`src/design/assert_macros.svh`:
```
// ----------------------------------------------------------------------------
// Assertion macros
// Shared concurrent assertion wrappers, clocked on clk_i and disabled in reset.
// ----------------------------------------------------------------------------
`ifndef ASSERT_MACROS_SVH
`define ASSERT_MACROS_SVH

`ifndef NO_ASSERTIONS
// Property must hold at every clock edge outside reset.
`define ASSERT_ALWAYS(lbl, prop, msg) \
  lbl: assert property (@(posedge clk_i) disable iff (!rst_ni) (prop)) else $error(msg);
// Expression must never be true outside reset.
`define ASSERT_NEVER(lbl, expr, msg) \
  lbl: assert property (@(posedge clk_i) disable iff (!rst_ni) !(expr)) else $error(msg);
`else
`define ASSERT_ALWAYS(lbl, prop, msg)
`define ASSERT_NEVER(lbl, expr, msg)
`endif

`endif

```
`src/design/wpps_pkg.sv`:
```
// ----------------------------------------------------------------------------
// wpps_pkg
// Types, constants and register map of the window paced packet sender.
// ----------------------------------------------------------------------------
`timescale 1ns / 1ps
`default_nettype none

package wpps_pkg;

  localparam int unsigned CfgWinW      = 6;
  localparam int unsigned IdW          = 32;
  localparam int unsigned AddrW        = 48;
  localparam int unsigned TimeW        = 63;
  localparam int unsigned SeqW         = 31;
  localparam int unsigned IntervalW    = 32;
  localparam int unsigned DeadlineW    = 64;
  localparam int unsigned MaxWindowDef = 63;
  localparam int unsigned ShrinkStep   = 20;

  localparam int unsigned ApbAddrW  = 6;
  localparam int unsigned ApbDataW  = 64;
  localparam int unsigned RegIdxLsb = 3;
  localparam int unsigned RegIdxW   = 3;

  localparam logic [CfgWinW-1:0]   TargetWindowRst  = 6'd63;
  localparam logic [CfgWinW-1:0]   InitialWindowRst = 6'd10;
  localparam logic [IntervalW-1:0] SendIntervalRst  = 32'd1000000;
  localparam logic signed [IdW-1:0] MinusOne        = '1;

  typedef enum logic [RegIdxW-1:0] {
    RegTarget   = 3'd0,
    RegInitial  = 3'd1,
    RegOwnId    = 3'd2,
    RegInterval = 3'd3,
    RegServer   = 3'd4,
    RegPreset   = 3'd5
  } reg_idx_e;

  typedef enum logic [0:0] {
    OpRx   = 1'b0,
    OpTick = 1'b1
  } op_e;

  typedef enum logic [1:0] {
    StIdle,
    StEval,
    StEmit
  } state_e;

  typedef struct packed {
    op_e                     op;
    logic signed [IdW-1:0]   rx_sequence;
    logic signed [IdW-1:0]   rx_ack;
    logic signed [IdW-1:0]   rx_sender;
    logic [AddrW-1:0]        rx_source;
    logic [TimeW-1:0]        now_ns;
  } in_t;

  typedef struct packed {
    logic [SeqW-1:0]  tx_sequence;
    logic [AddrW-1:0] tx_dest;
    logic [TimeW-1:0] tx_time;
    logic             tx_last;
  } out_t;

  typedef struct packed {
    logic [CfgWinW-1:0]     target_window;
    logic [CfgWinW-1:0]     initial_window;
    logic signed [IdW-1:0]  own_id;
    logic [IntervalW-1:0]   send_interval;
    logic                   server_mode;
    logic [AddrW-1:0]       preset_peer;
  } cfg_t;

  // Controller to datapath.
  typedef struct packed {
    logic load;
    logic eval;
    logic step;
  } cmd_t;

  // Datapath to controller.
  typedef struct packed {
    logic emit_any;
    logic last;
  } sts_t;

endpackage

`default_nettype wire

```
`src/design/wpps_regs.sv`:
```
// ----------------------------------------------------------------------------
// wpps_regs
// Configuration register file behind the APB-style port.
// ----------------------------------------------------------------------------
`timescale 1ns / 1ps
`default_nettype none

module wpps_regs (
  input  wire logic                               clk_i,
  input  wire logic                               rst_ni,
  input  wire logic                               psel,
  input  wire logic                               penable,
  input  wire logic                               pwrite,
  input  wire logic [wpps_pkg::ApbAddrW-1:0]      paddr,
  input  wire logic [wpps_pkg::ApbDataW-1:0]      pwdata,
  output logic [wpps_pkg::ApbDataW-1:0]           prdata,
  output logic                                    pready,
  output wpps_pkg::cfg_t                          cfg_o
);

  wpps_pkg::cfg_t     cfg_q, cfg_d;
  wpps_pkg::reg_idx_e idx;
  logic               wr_en;

  assign pready = 1'b1;
  assign idx    = wpps_pkg::reg_idx_e'(paddr[wpps_pkg::RegIdxLsb +: wpps_pkg::RegIdxW]);
  assign wr_en  = psel && penable && pwrite && pready;

  always_comb begin
    cfg_d = cfg_q;
    if (wr_en) begin
      case (idx)
        wpps_pkg::RegTarget:   cfg_d.target_window  = pwdata[wpps_pkg::CfgWinW-1:0];
        wpps_pkg::RegInitial:  cfg_d.initial_window = pwdata[wpps_pkg::CfgWinW-1:0];
        wpps_pkg::RegOwnId:    cfg_d.own_id         = $signed(pwdata[wpps_pkg::IdW-1:0]);
        wpps_pkg::RegInterval: cfg_d.send_interval  = pwdata[wpps_pkg::IntervalW-1:0];
        wpps_pkg::RegServer:   cfg_d.server_mode    = pwdata[0];
        wpps_pkg::RegPreset:   cfg_d.preset_peer    = pwdata[wpps_pkg::AddrW-1:0];
        default: ;
      endcase
    end
  end

  always_ff @(posedge clk_i or negedge rst_ni) begin
    if (!rst_ni) begin
      cfg_q.target_window  <= wpps_pkg::TargetWindowRst;
      cfg_q.initial_window <= wpps_pkg::InitialWindowRst;
      cfg_q.own_id         <= '0;
      cfg_q.send_interval  <= wpps_pkg::SendIntervalRst;
      cfg_q.server_mode    <= 1'b0;
      cfg_q.preset_peer    <= '0;
    end else begin
      cfg_q <= cfg_d;
    end
  end

  always_comb begin
    case (idx)
      wpps_pkg::RegTarget:   prdata = wpps_pkg::ApbDataW'(cfg_q.target_window);
      wpps_pkg::RegInitial:  prdata = wpps_pkg::ApbDataW'(cfg_q.initial_window);
      wpps_pkg::RegOwnId:    prdata = wpps_pkg::ApbDataW'($unsigned(cfg_q.own_id));
      wpps_pkg::RegInterval: prdata = wpps_pkg::ApbDataW'(cfg_q.send_interval);
      wpps_pkg::RegServer:   prdata = wpps_pkg::ApbDataW'(cfg_q.server_mode);
      wpps_pkg::RegPreset:   prdata = wpps_pkg::ApbDataW'(cfg_q.preset_peer);
      default:               prdata = '0;
    endcase
  end

  assign cfg_o = cfg_q;

endmodule

`default_nettype wire

```
`src/design/wpps_ctrl.sv`:
```
// ----------------------------------------------------------------------------
// wpps_ctrl
// Sequencer: takes an item, lets the datapath evaluate it, then walks any burst.
// ----------------------------------------------------------------------------
`timescale 1ns / 1ps
`default_nettype none
`include "assert_macros.svh"

module wpps_ctrl (
  input  wire logic           clk_i,
  input  wire logic           rst_ni,
  input  wire logic           in_valid_i,
  output logic                in_stall_o,
  output logic                out_valid_o,
  input  wire logic           out_stall_i,
  input  wpps_pkg::sts_t      sts_i,
  output wpps_pkg::cmd_t      cmd_o
);

  wpps_pkg::state_e state_q, state_d;

  always_ff @(posedge clk_i or negedge rst_ni) begin
    if (!rst_ni) begin
      state_q <= wpps_pkg::StIdle;
    end else begin
      state_q <= state_d;
    end
  end

  always_comb begin
    state_d     = state_q;
    cmd_o       = '0;
    in_stall_o  = 1'b1;
    out_valid_o = 1'b0;
    case (state_q)
      wpps_pkg::StIdle: begin
        in_stall_o = 1'b0;
        if (in_valid_i) begin
          cmd_o.load = 1'b1;
          state_d    = wpps_pkg::StEval;
        end
      end
      wpps_pkg::StEval: begin
        cmd_o.eval = 1'b1;
        state_d    = sts_i.emit_any ? wpps_pkg::StEmit : wpps_pkg::StIdle;
      end
      wpps_pkg::StEmit: begin
        out_valid_o = 1'b1;
        if (!out_stall_i) begin
          cmd_o.step = 1'b1;
          if (sts_i.last) begin
            state_d = wpps_pkg::StIdle;
          end
        end
      end
      default: state_d = wpps_pkg::StIdle;
    endcase
  end

  `ASSERT_ALWAYS(a_eval_after_load, cmd_o.load |=> state_q == wpps_pkg::StEval, "no eval after load")
  `ASSERT_ALWAYS(a_quiet_item, (state_q == wpps_pkg::StEval && !sts_i.emit_any) |=> state_q == wpps_pkg::StIdle, "item without results did not return to idle")
  `ASSERT_ALWAYS(a_last_ends_burst, (cmd_o.step && sts_i.last) |=> state_q == wpps_pkg::StIdle, "burst continued past its last transfer")

endmodule

`default_nettype wire

```
`src/design/wpps_dp.sv`:
```
// ----------------------------------------------------------------------------
// wpps_dp
// Datapath: window, sequence and ack state, burst sizing and result fields.
// ----------------------------------------------------------------------------
`timescale 1ns / 1ps
`default_nettype none
`include "assert_macros.svh"

module wpps_dp #(
  parameter int unsigned MAX_WINDOW = wpps_pkg::MaxWindowDef
) (
  input  wire logic        clk_i,
  input  wire logic        rst_ni,
  input  wpps_pkg::cfg_t   cfg_i,
  input  wpps_pkg::in_t    in_data_i,
  input  wpps_pkg::cmd_t   cmd_i,
  output wpps_pkg::sts_t   sts_o,
  output wpps_pkg::out_t   out_data_o
);

  localparam int unsigned WinW  = $clog2(MAX_WINDOW + 1);
  localparam int unsigned WinRst =
    (int'(wpps_pkg::InitialWindowRst) > MAX_WINDOW) ? MAX_WINDOW
                                                    : int'(wpps_pkg::InitialWindowRst);
  localparam int unsigned DiffW = wpps_pkg::IdW + 1;

  wpps_pkg::in_t                          item_q;
  logic [WinW-1:0]                        window_q, window_d;
  logic [wpps_pkg::SeqW-1:0]              sent_q, sent_d;
  logic signed [wpps_pkg::IdW-1:0]        hack_q, hack_d;
  logic signed [wpps_pkg::IdW-1:0]        roam_q, roam_d;
  logic [wpps_pkg::AddrW-1:0]             peer_q, peer_d;
  logic                                   known_q, known_d;
  logic [wpps_pkg::DeadlineW-1:0]         nst_q, nst_d;
  logic [WinW-1:0]                        rem_q, rem_d;

  logic [wpps_pkg::CfgWinW-1:0]           win_ext, win_inc, win_new;
  logic                                   is_ack, do_roam, from_own;
  logic [DiffW-1:0]                       diff;
  logic [wpps_pkg::IdW-1:0]               outstanding;
  logic                                   burst, extra, peer_ok, tick_send;
  logic [WinW-1:0]                        amount;
  logic [wpps_pkg::DeadlineW-1:0]         now_ext;

  // Window steering for an ack from the own id: grow by one toward the
  // target, or shrink by the fixed step when above it.
  always_comb begin
    win_ext = wpps_pkg::CfgWinW'(window_q);
    if (win_ext < cfg_i.target_window && window_q < WinW'(MAX_WINDOW)) begin
      win_inc = win_ext + 1'b1;
    end else begin
      win_inc = win_ext;
    end
    if (win_inc > cfg_i.target_window) begin
      win_new = (win_inc > wpps_pkg::CfgWinW'(wpps_pkg::ShrinkStep))
              ? win_inc - wpps_pkg::CfgWinW'(wpps_pkg::ShrinkStep) : '0;
    end else begin
      win_new = win_inc;
    end
  end

  assign is_ack   = item_q.rx_sequence == wpps_pkg::MinusOne;
  assign do_roam  = cfg_i.server_mode && (item_q.rx_sender > roam_q)
                 && (item_q.rx_ack == wpps_pkg::MinusOne);
  assign from_own = item_q.rx_sender == cfg_i.own_id;

  // Packets in flight, floored at zero. A negative difference also covers a
  // wrapped sequence counter.
  assign diff        = {2'b00, sent_q} - {hack_q[wpps_pkg::IdW-1], hack_q} - DiffW'(1);
  assign outstanding = diff[DiffW-1] ? '0 : diff[wpps_pkg::IdW-1:0];
  assign burst       = outstanding < wpps_pkg::IdW'(window_q);
  assign amount      = window_q - WinW'(outstanding);
  assign now_ext     = {1'b0, item_q.now_ns};
  assign extra       = !burst && (nst_q < now_ext);
  assign peer_ok     = cfg_i.server_mode ? known_q : 1'b1;
  assign tick_send   = (item_q.op == wpps_pkg::OpTick) && peer_ok && (burst || extra);

  always_comb begin
    window_d = window_q;
    sent_d   = sent_q;
    hack_d   = hack_q;
    roam_d   = roam_q;
    peer_d   = peer_q;
    known_d  = known_q;
    nst_d    = nst_q;
    rem_d    = rem_q;
    if (cmd_i.eval) begin
      if (item_q.op == wpps_pkg::OpRx && is_ack) begin
        if (do_roam) begin
          roam_d  = item_q.rx_sender;
          peer_d  = item_q.rx_source;
          known_d = 1'b1;
        end
        if (from_own) begin
          if (item_q.rx_ack > hack_q) begin
            hack_d = item_q.rx_ack;
          end
          window_d = WinW'(win_new);
        end
      end
      if (tick_send) begin
        rem_d = burst ? amount : WinW'(1);
        nst_d = now_ext + wpps_pkg::DeadlineW'(cfg_i.send_interval);
      end
    end
    if (cmd_i.step) begin
      sent_d = sent_q + 1'b1;
      rem_d  = rem_q - 1'b1;
    end
  end

  always_ff @(posedge clk_i or negedge rst_ni) begin
    if (!rst_ni) begin
      window_q <= WinW'(WinRst);
      sent_q   <= '0;
      hack_q   <= wpps_pkg::MinusOne;
      roam_q   <= wpps_pkg::MinusOne;
      peer_q   <= '0;
      known_q  <= 1'b0;
      nst_q    <= '0;
      rem_q    <= '0;
    end else begin
      window_q <= window_d;
      sent_q   <= sent_d;
      hack_q   <= hack_d;
      roam_q   <= roam_d;
      peer_q   <= peer_d;
      known_q  <= known_d;
      nst_q    <= nst_d;
      rem_q    <= rem_d;
    end
  end

  always_ff @(posedge clk_i) begin
    if (cmd_i.load) begin
      item_q <= in_data_i;
    end
  end

  assign sts_o.emit_any = tick_send;
  assign sts_o.last     = rem_q == WinW'(1);

  assign out_data_o.tx_sequence = sent_q;
  assign out_data_o.tx_dest     = cfg_i.server_mode ? peer_q : cfg_i.preset_peer;
  assign out_data_o.tx_time     = item_q.now_ns;
  assign out_data_o.tx_last     = sts_o.last;

  `ASSERT_NEVER(a_window_cap, window_q > WinW'(MAX_WINDOW), "window above its cap")
  `ASSERT_NEVER(a_step_with_work, cmd_i.step && rem_q == '0, "transfer with no packet left")
  `ASSERT_ALWAYS(a_seq_advance, cmd_i.step |=> sent_q == $past(sent_q) + 1'b1, "sequence did not advance on transfer")

endmodule

`default_nettype wire

```
`src/design/window_paced_packet_sender.sv`:
```
// A tick's first packet is offered once the controller has gone from idle through
// its eval state to the emit state; a received packet passes only through idle and eval.
// A burst leaves one transfer per cycle while the output does not stall. The next
// item is accepted in the cycle after the last transfer of the burst. Reset (rst_ni,
// asynchronous, active low) restores config, control and flow registers at once,
// but not the held item; no clearing pass is needed.
// ----------------------------------------------------------------------------
// window_paced_packet_sender
// Window-limited packet sender with ack-driven window steering and interval timer.
// ----------------------------------------------------------------------------
`timescale 1ns / 1ps
`default_nettype none

module window_paced_packet_sender #(
  parameter int unsigned MAX_WINDOW = wpps_pkg::MaxWindowDef
) (
  input  wire logic                               clk_i,
  input  wire logic                               rst_ni,
  input  wire logic                               psel,
  input  wire logic                               penable,
  input  wire logic                               pwrite,
  input  wire logic [wpps_pkg::ApbAddrW-1:0]      paddr,
  input  wire logic [wpps_pkg::ApbDataW-1:0]      pwdata,
  output logic [wpps_pkg::ApbDataW-1:0]           prdata,
  output logic                                    pready,
  input  wire logic                               in_valid_i,
  output logic                                    in_stall_o,
  input  wpps_pkg::in_t                           in_data_i,
  output logic                                    out_valid_o,
  input  wire logic                               out_stall_i,
  output wpps_pkg::out_t                          out_data_o
);

  wpps_pkg::cfg_t cfg;
  wpps_pkg::cmd_t cmd;
  wpps_pkg::sts_t sts;

  wpps_regs u_regs (
    .clk_i   (clk_i),
    .rst_ni  (rst_ni),
    .psel    (psel),
    .penable (penable),
    .pwrite  (pwrite),
    .paddr   (paddr),
    .pwdata  (pwdata),
    .prdata  (prdata),
    .pready  (pready),
    .cfg_o   (cfg)
  );

  wpps_ctrl u_ctrl (
    .clk_i       (clk_i),
    .rst_ni      (rst_ni),
    .in_valid_i  (in_valid_i),
    .in_stall_o  (in_stall_o),
    .out_valid_o (out_valid_o),
    .out_stall_i (out_stall_i),
    .sts_i       (sts),
    .cmd_o       (cmd)
  );

  wpps_dp #(
    .MAX_WINDOW (MAX_WINDOW)
  ) u_dp (
    .clk_i      (clk_i),
    .rst_ni     (rst_ni),
    .cfg_i      (cfg),
    .in_data_i  (in_data_i),
    .cmd_i      (cmd),
    .sts_o      (sts),
    .out_data_o (out_data_o)
  );

endmodule

`default_nettype wire

```
`config.mk`:
```
export PLATFORM = sky130hd
export DESIGN_NAME = window_paced_packet_sender
export DESIGN_NICKNAME = d
export VERILOG_FILES = /design/src/design/wpps_pkg.sv /design/src/design/wpps_regs.sv /design/src/design/wpps_ctrl.sv /design/src/design/wpps_dp.sv /design/src/design/window_paced_packet_sender.sv
export VERILOG_INCLUDE_DIRS = /design/src /design/src/design
export SDC_FILE = /design/constraint.sdc
export NUM_CORES = 1
export LEC_CHECK = 0
export CORE_ASPECT_RATIO = 1.25
export CORE_UTILIZATION = 60
export DETAILED_ROUTE_END_ITERATION = 6
export DONT_BUFFER_PORTS = 1
export PLACE_DENSITY = 0.84
export SLEW_MARGIN = 10
export SYNTH_ARGS = -nofsm -noshare
export SYNTH_HDL_FRONTEND = slang
export SYNTH_SLANG_ARGS = --single-unit
```
`constraint.sdc`:
```
create_clock -name clk_i -period 26.6 [get_ports clk_i]
set_input_delay 3.99 -clock clk_i [delete_from_list [all_inputs] [get_ports clk_i]]
set_output_delay 3.99 -clock clk_i [all_outputs]
set_load 0.02 [all_outputs]
```
==> results of run 1 <==
## power breakdown
group          internal (mW)  leakage [nW]  total (mW)  switching (mW)
Combinational          0.454          7.44        1.00           0.550
Clock                  0.485         0.931       0.833           0.348
Sequential              1.07          6.25        1.26           0.191
## sequential cells by signal, indices dropped and copies added, names as in the netlist, 31 cells and up
signal           cells
u_dp.peer_q         48
u_dp.out_data_o     63
u_dp.hack_q         32
u_dp.sent_q         31
u_regs.cfg_o       125
u_dp.item_q        145
u_dp.roam_q         32
u_dp.nst_q          64
## worst paths after layout
| kind | startpoint | end | slack, ps | cells past startpoint |
|---|---|---|---|---|
| setup reg to reg | u_dp.sent_q[0]$_DFFE_PN0P_ | u_dp.nst_q[15]$_DFFE_PN0P_ | 19080 | 22 |
| max in group asynchronous | rst_ni | u_regs.cfg_o[106]$_DFFE_PN0P_ | 22780 | 0 |
| hold reg to reg | u_dp.item_q[98]$_DFFE_PP_ | u_dp.peer_q[35]$_DFFE_PN0P_ | 470 | 1 |
| min in group asynchronous | rst_ni | u_dp.nst_q[48]$_DFFE_PN0P_ | 3080 | 0 |
| setup / recovery | paddr[5] | prdata[15] | 16540 | 5 |
| hold / removal | u_dp.item_q[98]$_DFFE_PP_ | u_dp.peer_q[35]$_DFFE_PN0P_ | 470 | 1 |
## worst max-delay path, cell delays in order
cell and delay, ps:
sky130_fd_sc_hd__nor2b_1 890, sky130_fd_sc_hd__and2_1 230, sky130_fd_sc_hd__buf_4 410, sky130_fd_sc_hd__nand2_1 170, sky130_fd_sc_hd__o21ai_0 330
## per-layer routing
metal | track usage | share of wire
met2 | 0.574 | 0.51
met4 | 0.152 | 0.048
met1 | 0.373 | 0.38
met5 | 0 | 0.00017
met3 | 0.0645 | 0.067
## Yosys cell counts (24+ instances only)
library cell,count
sky130_fd_sc_hd__clkbuf_1,109
sky130_fd_sc_hd__nand2_1,172
sky130_fd_sc_hd__xor2_1,48
sky130_fd_sc_hd__o211ai_1,29
sky130_fd_sc_hd__ha_1,217
sky130_fd_sc_hd__mux2_2,260
sky130_fd_sc_hd__edfxtp_1,208
sky130_fd_sc_hd__dfrtp_1,266
sky130_fd_sc_hd__nand4_1,60
sky130_fd_sc_hd__and3_1,41
sky130_fd_sc_hd__a21o_1,52
sky130_fd_sc_hd__dfstp_2,81
sky130_fd_sc_hd__o21ai_0,95
sky130_fd_sc_hd__nand4b_1,38
sky130_fd_sc_hd__nand3_1,78
sky130_fd_sc_hd__buf_4,80
sky130_fd_sc_hd__nor4_1,24
sky130_fd_sc_hd__xnor2_1,93
sky130_fd_sc_hd__mux2i_1,34
sky130_fd_sc_hd__a41oi_1,33
sky130_fd_sc_hd__a21oi_1,124
sky130_fd_sc_hd__inv_1,186
sky130_fd_sc_hd__nor3_1,31
sky130_fd_sc_hd__mux2_4,61
sky130_fd_sc_hd__nor2_1,90
sky130_fd_sc_hd__nand2b_1,55
sky130_fd_sc_hd__o2111ai_1,47
## metrics by stage
step / setup WS (ps) / hold WS, ps / power, mW / instances / cell area, um2
final: 16540 / 475 / 3.10 / 3467 / 34300
after global routing: 16440 / 490 / 3.24 / 3466 / 34300
after CTS: 16650 / 478 / 3.10 / 3463 / 34300
after detailed placement: 16690 / 462 / 2.26 / 3359 / 32300
after global placement: 16730 / 457 / 2.21 / 3359 / 32300
after floorplan: 13230 / 430 / 2.02 / 2868 / 32400
## cells by family after synthesis
group,count (synthesis),synth area share
AND/OR/NAND/NOR,665,0.110
flip-flops,555,0.465
AO/OA/AOI/OAI,523,0.112
buffers and inverters,387,0.0559
multiplexers,360,0.133
adder cells (fa/ha/maj),220,0.0859
XOR/XNOR,141,0.0382
other,2,0.000233
## area by class of cell
| class | instances | area [um2] |
|---|---|---|
| clock buffers | 72 | 1520 |
| multi-input cells | 1926 | 15600 |
| well taps | 672 | 841 |
| fillers | 3847 | 18700 |
| repair buffers | 20 | 150 |
| clock inverters | 32 | 427 |
| inverters | 186 | 698 |
| flip-flops and latches | 555 | 15000 |
| diodes | 4 | 10.0 |
## layout by cell type (no fill, tap or decap), types with 10 or more instances in the layout
master	instances
sky130_fd_sc_hd__a2111oi_0	11
sky130_fd_sc_hd__a211o_1	10
sky130_fd_sc_hd__a211oi_1	16
sky130_fd_sc_hd__a21o_1	52
sky130_fd_sc_hd__a21oi_1	123
sky130_fd_sc_hd__a41oi_1	33
sky130_fd_sc_hd__and2_1	12
sky130_fd_sc_hd__and3_1	41
sky130_fd_sc_hd__buf_4	20
sky130_fd_sc_hd__clkbuf_1	12
sky130_fd_sc_hd__clkbuf_16	58
sky130_fd_sc_hd__conb_1	17
sky130_fd_sc_hd__dfrtp_1	265
sky130_fd_sc_hd__dfstp_2	81
sky130_fd_sc_hd__edfxtp_1	208
sky130_fd_sc_hd__ha_1	216
sky130_fd_sc_hd__inv_1	186
sky130_fd_sc_hd__mux2_2	260
sky130_fd_sc_hd__mux2_4	61
sky130_fd_sc_hd__mux2i_1	33
sky130_fd_sc_hd__nand2_1	172
sky130_fd_sc_hd__nand2b_1	55
sky130_fd_sc_hd__nand3_1	78
sky130_fd_sc_hd__nand4_1	60
sky130_fd_sc_hd__nand4b_1	38
sky130_fd_sc_hd__nor2_1	88
sky130_fd_sc_hd__nor2b_1	18
sky130_fd_sc_hd__nor3_1	28
sky130_fd_sc_hd__nor4_1	24
sky130_fd_sc_hd__o2111ai_1	47
sky130_fd_sc_hd__o211ai_1	29
sky130_fd_sc_hd__o21a_1	20
sky130_fd_sc_hd__o21ai_0	95
sky130_fd_sc_hd__o21bai_1	10
sky130_fd_sc_hd__xnor2_1	93
sky130_fd_sc_hd__xor2_1	48
==> run_summary.xml, run 1 <==
<?xml version="1.0" encoding="UTF-8"?>
<metrics>
  <group name="run_status">
    <metric name="outcome" unit="">complete, no violations</metric>
  </group>
  <group name="floorplanning">
    <metric name="start_util" unit="">0.610</metric>
    <metric name="core-area" unit="um2">52900</metric>
    <metric name="row_count" unit="">94</metric>
    <metric name="floorplan.die.width" unit="um">210</metric>
    <metric name="io_pins" unit="">495</metric>
    <metric name="dieHeight" unit="um">261</metric>
    <metric name="die_outline_area" unit="um2">54800</metric>
  </group>
  <group name="timing">
    <metric name="worstMarginPinSlew" unit="ps">1240</metric>
    <metric name="report.final.slew_viol_count" unit="">0</metric>
    <metric name="final.min_clock_period" unit="ps">10060</metric>
    <metric name="worst_slew_margin_rel" unit="">0.174</metric>
    <metric name="rsz0062_at_grt" unit="">no</metric>
    <metric name="post_route_clock_period_utilization" unit="">0.378</metric>
    <metric name="fmax" unit="MHz">99.4</metric>
    <metric name="report.final.hold_viol_count" unit="">0</metric>
    <metric name="finalClockSkew" unit="ps">25.1</metric>
    <metric name="timing.final.setup_violations" unit="">0</metric>
    <metric name="setup_tns" unit="ps">0</metric>
  </group>
  <group name="synthesis">
    <metric name="synthArstFlopShare" unit="">0.625</metric>
    <metric name="synth_cell_types" unit="">81</metric>
    <metric name="post_synth_instance_area" unit="um2">32300</metric>
    <metric name="synth_flop_cell" unit="">sky130_fd_sc_hd__dfrtp_1</metric>
    <metric name="syn_inst" unit="">2853</metric>
    <metric name="yosysTopAreaCell" unit="">sky130_fd_sc_hd__dfrtp_1</metric>
    <metric name="yosysTopAreaCellShare" unit="">0.206</metric>
    <metric name="synth.ff_latch_count" unit="">555</metric>
    <metric name="ys_warn_count" unit="">0</metric>
    <metric name="synth.avg_cell_area" unit="um2">11.3</metric>
    <metric name="seq_area_frac_synth" unit="">0.465</metric>
    <metric name="synth-edff-count" unit="">208</metric>
    <metric name="ys_top_cells_by_area" unit="">sky130_fd_sc_hd__dfrtp_1 21%, sky130_fd_sc_hd__edfxtp_1 19%, sky130_fd_sc_hd__mux2_2 9.1%, sky130_fd_sc_hd__ha_1 8.4%, sky130_fd_sc_hd__dfstp_2 6.6%</metric>
  </group>
  <group name="clock_network">
    <metric name="clk_pin_slew" unit="ps">60</metric>
    <metric name="clk_path_buf_depth" unit="">3</metric>
    <metric name="cts.repair_timing.setup_buffer_count" unit="">0</metric>
    <metric name="cts_resized" unit="">0</metric>
    <metric name="tritoncts" unit="">yes</metric>
    <metric name="ctsHtreeMaxLevel" unit="">2</metric>
    <metric name="worstSkewPairLatency" unit="ps">620</metric>
    <metric name="cts_inserted_buffers" unit="">55</metric>
    <metric name="numClockSinks" unit="">555</metric>
    <metric name="cts-root-buf" unit="">sky130_fd_sc_hd__clkbuf_16</metric>
    <metric name="cts_hold_buffers" unit="">0</metric>
  </group>
  <group name="placed_design">
    <metric name="dpl.hpwl" unit="um">66200</metric>
    <metric name="place.gp.congestion" unit="">0.959</metric>
    <metric name="portBuffers" unit="">0</metric>
  </group>
  <group name="layout">
    <metric name="syn2layout_area_growth" unit="%">6.09</metric>
    <metric name="final_layout_size_suffix_gt1_frac" unit="">0.196</metric>
    <metric name="final_core_utilization" unit="">0.647</metric>
    <metric name="design.final.nets" unit="">3249</metric>
  </group>
  <group name="pwr">
    <metric name="powerDensity" unit="nW/um2">90.4</metric>
    <metric name="total_leakage_power" unit="nW">14.6</metric>
    <metric name="vdd.ir_drop.worst" unit="mV">0.0635</metric>
  </group>
  <group name="grt">
    <metric name="grt_overflow_total" unit="">0</metric>
    <metric name="groute.usage.overall" unit="">0.322</metric>
    <metric name="initial_antenna_violation_count" unit="">5</metric>
    <metric name="grt_first_pass_wirelength" unit="um">136000</metric>
    <metric name="grt_start_max_net_pins" unit="">348</metric>
    <metric name="first_global_vias" unit="">23400</metric>
  </group>
  <group name="hold_path">
    <metric name="hold_class" unit="">flip-flop to flip-flop</metric>
  </group>
  <group name="detailed_routing">
    <metric name="viasPerCell" unit="">6.59</metric>
    <metric name="1st_iter_drt_viols" unit="">1896</metric>
    <metric name="drt_drc_violations_left" unit="">0</metric>
    <metric name="avgRoutedWirePerCell" unit="um">25.7</metric>
    <metric name="num_vias" unit="">22900</metric>
    <metric name="ant_nets" unit="">0</metric>
    <metric name="detail_route.first_pass.iterations" unit="">7</metric>
    <metric name="wl" unit="um">89200</metric>
  </group>
  <group name="job">
    <metric name="drv_cap" unit="">0</metric>
  </group>
  <group name="critical_path">
    <metric name="cp_data_arrival_time" unit="ps">6070</metric>
    <metric name="crit_type" unit="">input port to output pin</metric>
    <metric name="crit_required" unit="ps">22610</metric>
    <metric name="timing.critical_path.from_type" unit="">input port</metric>
    <metric name="crit_fanout" unit="">32</metric>
    <metric name="timing.critical_path.to_type" unit="">output pin</metric>
  </group>
</metrics>
(Power assumes the default switching activity.)
==> run 2: changes to the inputs <==
--- a/config.mk
+++ b/config.mk
@@ -7,10 +7,10 @@
 export NUM_CORES = 1
 export LEC_CHECK = 0
 export CORE_ASPECT_RATIO = 1.25
-export CORE_UTILIZATION = 60
+export CORE_UTILIZATION = 59
 export DETAILED_ROUTE_END_ITERATION = 6
 export DONT_BUFFER_PORTS = 1
-export PLACE_DENSITY = 0.84
+export PLACE_DENSITY = 0.86
 export SLEW_MARGIN = 10
 export SYNTH_ARGS = -nofsm -noshare
 export SYNTH_HDL_FRONTEND = slang
==> constraint.sdc (replaced) <==
create_clock -name clk_i -period 8.95 [get_ports clk_i]
set_input_delay 1.3425 -clock clk_i [delete_from_list [all_inputs] [get_ports clk_i]]
set_output_delay 1.3425 -clock clk_i [all_outputs]
set_load 0.02 [all_outputs]
==> run_summary.xml, run 2 (same netlist as run 1, synthesis figures left out) <==
<?xml version="1.0" encoding="UTF-8"?>
<metrics>
  <group name="floorplanning">
    <metric name="dieHeight" unit="um">264</metric>
    <metric name="floorplan.die.width" unit="um">211</metric>
    <metric name="core-area" unit="um2">54000</metric>
    <metric name="io_pins" unit="">495</metric>
    <metric name="die_outline_area" unit="um2">55700</metric>
    <metric name="row_count" unit="">95</metric>
    <metric name="start_util" unit="">0.599</metric>
  </group>
  <group name="layout">
    <metric name="syn2layout_area_growth" unit="%">6.32</metric>
    <metric name="largest-register" unit="">u_dp.item_q</metric>
    <metric name="flip_flop_count_of_the_largest_register_all_copies_and_words_added" unit="">145</metric>
    <metric name="final_common_cell" unit="">sky130_fd_sc_hd__dfrtp_1</metric>
    <metric name="most_frequent_cells_in_the_layout" unit="">265 x sky130_fd_sc_hd__dfrtp_1, 260 x sky130_fd_sc_hd__mux2_2, 216 x sky130_fd_sc_hd__ha_1</metric>
    <metric name="num-fill-cells" unit="">4007</metric>
    <metric name="multi_input_area" unit="um2">15600</metric>
    <metric name="final_area" unit="um2">34300</metric>
    <metric name="area.sequential" unit="um2">15000</metric>
    <metric name="design.final.nets" unit="">3249</metric>
    <metric name="final_layout_size_suffix_gt1_frac" unit="">0.195</metric>
  </group>
  <group name="timing">
    <metric name="finalClockSkew" unit="ps">19.8</metric>
    <metric name="setup_tns" unit="ps">0</metric>
    <metric name="final.min_clock_period" unit="ps">7300</metric>
    <metric name="worst_slew_margin_rel" unit="">0.163</metric>
    <metric name="post_route_clock_period_utilization" unit="">0.816</metric>
    <metric name="report.final.hold_viol_count" unit="">0</metric>
    <metric name="timing.final.setup_violations" unit="">0</metric>
    <metric name="rsz0062_at_grt" unit="">no</metric>
    <metric name="fmax" unit="MHz">137</metric>
    <metric name="report.final.slew_viol_count" unit="">0</metric>
    <metric name="worstMarginPinSlew" unit="ps">1250</metric>
  </group>
  <group name="detailed_routing">
    <metric name="1st_iter_drt_viols" unit="">1649</metric>
    <metric name="num_vias" unit="">22800</metric>
    <metric name="detail_route.first_pass.iterations" unit="">6</metric>
    <metric name="viasPerCell" unit="">6.49</metric>
    <metric name="wl" unit="um">89400</metric>
    <metric name="avgRoutedWirePerCell" unit="um">25.4</metric>
    <metric name="drt_drc_violations_left" unit="">0</metric>
    <metric name="ant_nets" unit="">0</metric>
  </group>
  <group name="placed_design">
    <metric name="dpl.hpwl" unit="um">65300</metric>
    <metric name="portBuffers" unit="">0</metric>
    <metric name="area_of_placed_instances" unit="um2">32400</metric>
    <metric name="place.gp.congestion" unit="">0.920</metric>
  </group>
  <group name="critical_path">
    <metric name="crit_required" unit="ps">9450</metric>
    <metric name="cp_data_arrival_time" unit="ps">7810</metric>
    <metric name="critPathMostFrequentCell" unit="">sky130_fd_sc_hd__inv_1</metric>
    <metric name="timing.critical_path.from_type" unit="">flip-flop</metric>
    <metric name="cp.buffers_inverters" unit="">5</metric>
    <metric name="crit_type" unit="">flip-flop to flip-flop</metric>
    <metric name="r2r_start" unit="">u_dp.hack_q[8]$_DFFE_PN1P_</metric>
    <metric name="crit_fanout" unit="">60</metric>
    <metric name="timing.critical_path.max_delay_family" unit="">simple AND/OR/NAND/NOR gates</metric>
    <metric name="worstPathCellList" unit="">inv_1 -&gt; ha_1 -&gt; nand3_1 -&gt; nor3_1 -&gt; o211ai_1 -&gt; and3_1 -&gt; a21o_1 -&gt; o311ai_1 -&gt; buf_4 -&gt; nand2_1 -&gt; inv_1 -&gt; ha_1 -&gt; o21ai_0 -&gt; a21oi_1 -&gt; o41ai_1 -&gt; inv_1 -&gt; a2111oi_0 -&gt; nand4_1 -&gt; or4_4 -&gt; nor4b_4 -&gt; o31ai_4 -&gt; buf_4 -&gt; mux2_4</metric>
    <metric name="cp-startpoint" unit="">u_dp.hack_q[8]$_DFFE_PN1P_</metric>
    <metric name="worst_path_max_delay_cell" unit="">sky130_fd_sc_hd__dfstp_2</metric>
    <metric name="cpPeakStageDelay" unit="ps">550</metric>
    <metric name="timing.critical_path.to_type" unit="">flip-flop</metric>
  </group>
  <group name="clock_network">
    <metric name="numClockSinks" unit="">555</metric>
    <metric name="cts-root-buf" unit="">sky130_fd_sc_hd__clkbuf_16</metric>
    <metric name="ctsHtreeMaxLevel" unit="">2</metric>
    <metric name="cts_hold_buffers" unit="">0</metric>
    <metric name="tritoncts" unit="">yes</metric>
    <metric name="cts_resized" unit="">0</metric>
    <metric name="cts.repair_timing.setup_buffer_count" unit="">0</metric>
    <metric name="clk_path_buf_depth" unit="">3</metric>
    <metric name="worstSkewPairLatency" unit="ps">630</metric>
    <metric name="cts_inserted_buffers" unit="">56</metric>
    <metric name="clk_pin_slew" unit="ps">70</metric>
  </group>
  <group name="grt">
    <metric name="initial_antenna_violation_count" unit="">3</metric>
    <metric name="grt_first_pass_wirelength" unit="um">137000</metric>
    <metric name="grt_overflow_total" unit="">0</metric>
    <metric name="grt_start_max_net_pins" unit="">348</metric>
    <metric name="first_global_vias" unit="">23700</metric>
    <metric name="groute.usage.overall" unit="">0.321</metric>
  </group>
  <group name="pwr">
    <metric name="powerDensity" unit="nW/um2">269</metric>
    <metric name="vdd.ir_drop.worst" unit="mV">0.267</metric>
    <metric name="total_leakage_power" unit="nW">14.6</metric>
  </group>
  <group name="job">
    <metric name="drv_cap" unit="">0</metric>
  </group>
  <group name="hold_path">
    <metric name="hold_class" unit="">input port to async pin</metric>
  </group>
  <group name="run_status">
    <metric name="outcome" unit="">complete, no violations</metric>
  </group>
</metrics>
run 2: cell types whose count changed in the layout (fill, tap and decap cells not counted), moves of 2 or more:
cell                         delta
sky130_fd_sc_hd__clkinvlp_4     -4
sky130_fd_sc_hd__clkinv_1       +4
sky130_fd_sc_hd__clkbuf_8       +3
sky130_fd_sc_hd__buf_4          -2
sky130_fd_sc_hd__diode_2        -2
sky130_fd_sc_hd__clkbuf_16      -2
sky130_fd_sc_hd__clkinv_2       +3
sky130_fd_sc_hd__clkbuf_1       -4
run 2: worst paths after layout:
check | to | slack [ps] | depth (start not counted)
min in group clk_i | u_dp.known_q$_DFFE_PN0P_ | 470 | 1
setup reg to reg | u_dp.nst_q[57]$_DFFE_PN0P_ | 1650 | 23
hold reg to reg | u_dp.known_q$_DFFE_PN0P_ | 470 | 1
hold / removal | u_dp.sent_q[25]$_DFFE_PN0P_ | 420 | 0
max in group asynchronous | u_regs.cfg_o[48]$_DFFE_PN0P_ | 7510 | 0
setup / recovery | u_dp.nst_q[57]$_DFFE_PN0P_ | 1650 | 23
run 2: worst reg2reg max path, cell delays in order (launching register included):
cell,delay [ps]
sky130_fd_sc_hd__dfstp_2,550
sky130_fd_sc_hd__inv_1,90
sky130_fd_sc_hd__ha_1,430
sky130_fd_sc_hd__nand3_1,140
sky130_fd_sc_hd__nor3_1,510
sky130_fd_sc_hd__o211ai_1,170
sky130_fd_sc_hd__and3_1,260
sky130_fd_sc_hd__a21o_1,200
sky130_fd_sc_hd__o311ai_1,380
sky130_fd_sc_hd__buf_4,230
sky130_fd_sc_hd__nand2_1,90
sky130_fd_sc_hd__inv_1,70
sky130_fd_sc_hd__ha_1,260
sky130_fd_sc_hd__o21ai_0,160
sky130_fd_sc_hd__a21oi_1,70
sky130_fd_sc_hd__o41ai_1,540
sky130_fd_sc_hd__inv_1,130
sky130_fd_sc_hd__a2111oi_0,320
sky130_fd_sc_hd__nand4_1,160
sky130_fd_sc_hd__or4_4,550
sky130_fd_sc_hd__nor4b_4,550
sky130_fd_sc_hd__o31ai_4,280
sky130_fd_sc_hd__buf_4,520
sky130_fd_sc_hd__mux2_4,520
run 2: through the flow:
step	worst slack, ps	hold slack (ps)	power (mW)	util	cells
global placement	1710	451	6.58	0.600	3412
global route	1190	389	9.70	0.636	3519
detailed placement	1580	457	6.74	0.600	3412
floorplan	1690	430	5.97	-	2868
CTS	1540	381	9.25	0.636	3516
finish	1650	420	9.24	0.636	3519
run 2: report_power, final:
part	internal (mW)	switching (mW)	leakage [nW]
Combinational	1.36	1.65	7.44
Clock	1.45	1.05	0.952
Sequential	3.18	0.556	6.25
run 2: layout make-up:
type,instances,share of cell area
diodes,2,0.000146
clock buffers,68,0.0433
clock inverters,36,0.0134
inverters,186,0.0203
multi-input cells,1926,0.454
flip-flops and latches,555,0.438
well taps,727,0.0265
repair buffers,19,0.00452
run 2: metal layers:
metal	GRT usage	wire length [um]	vias up	part of all wire
met2	0.558	45400	941	0.51
li1	-	-	10200	-
met5	0	14	-	0.00016
met3	0.0705	6110	234	0.068
met4	0.170	5120	2	0.057
met1	0.365	32700	11400	0.37
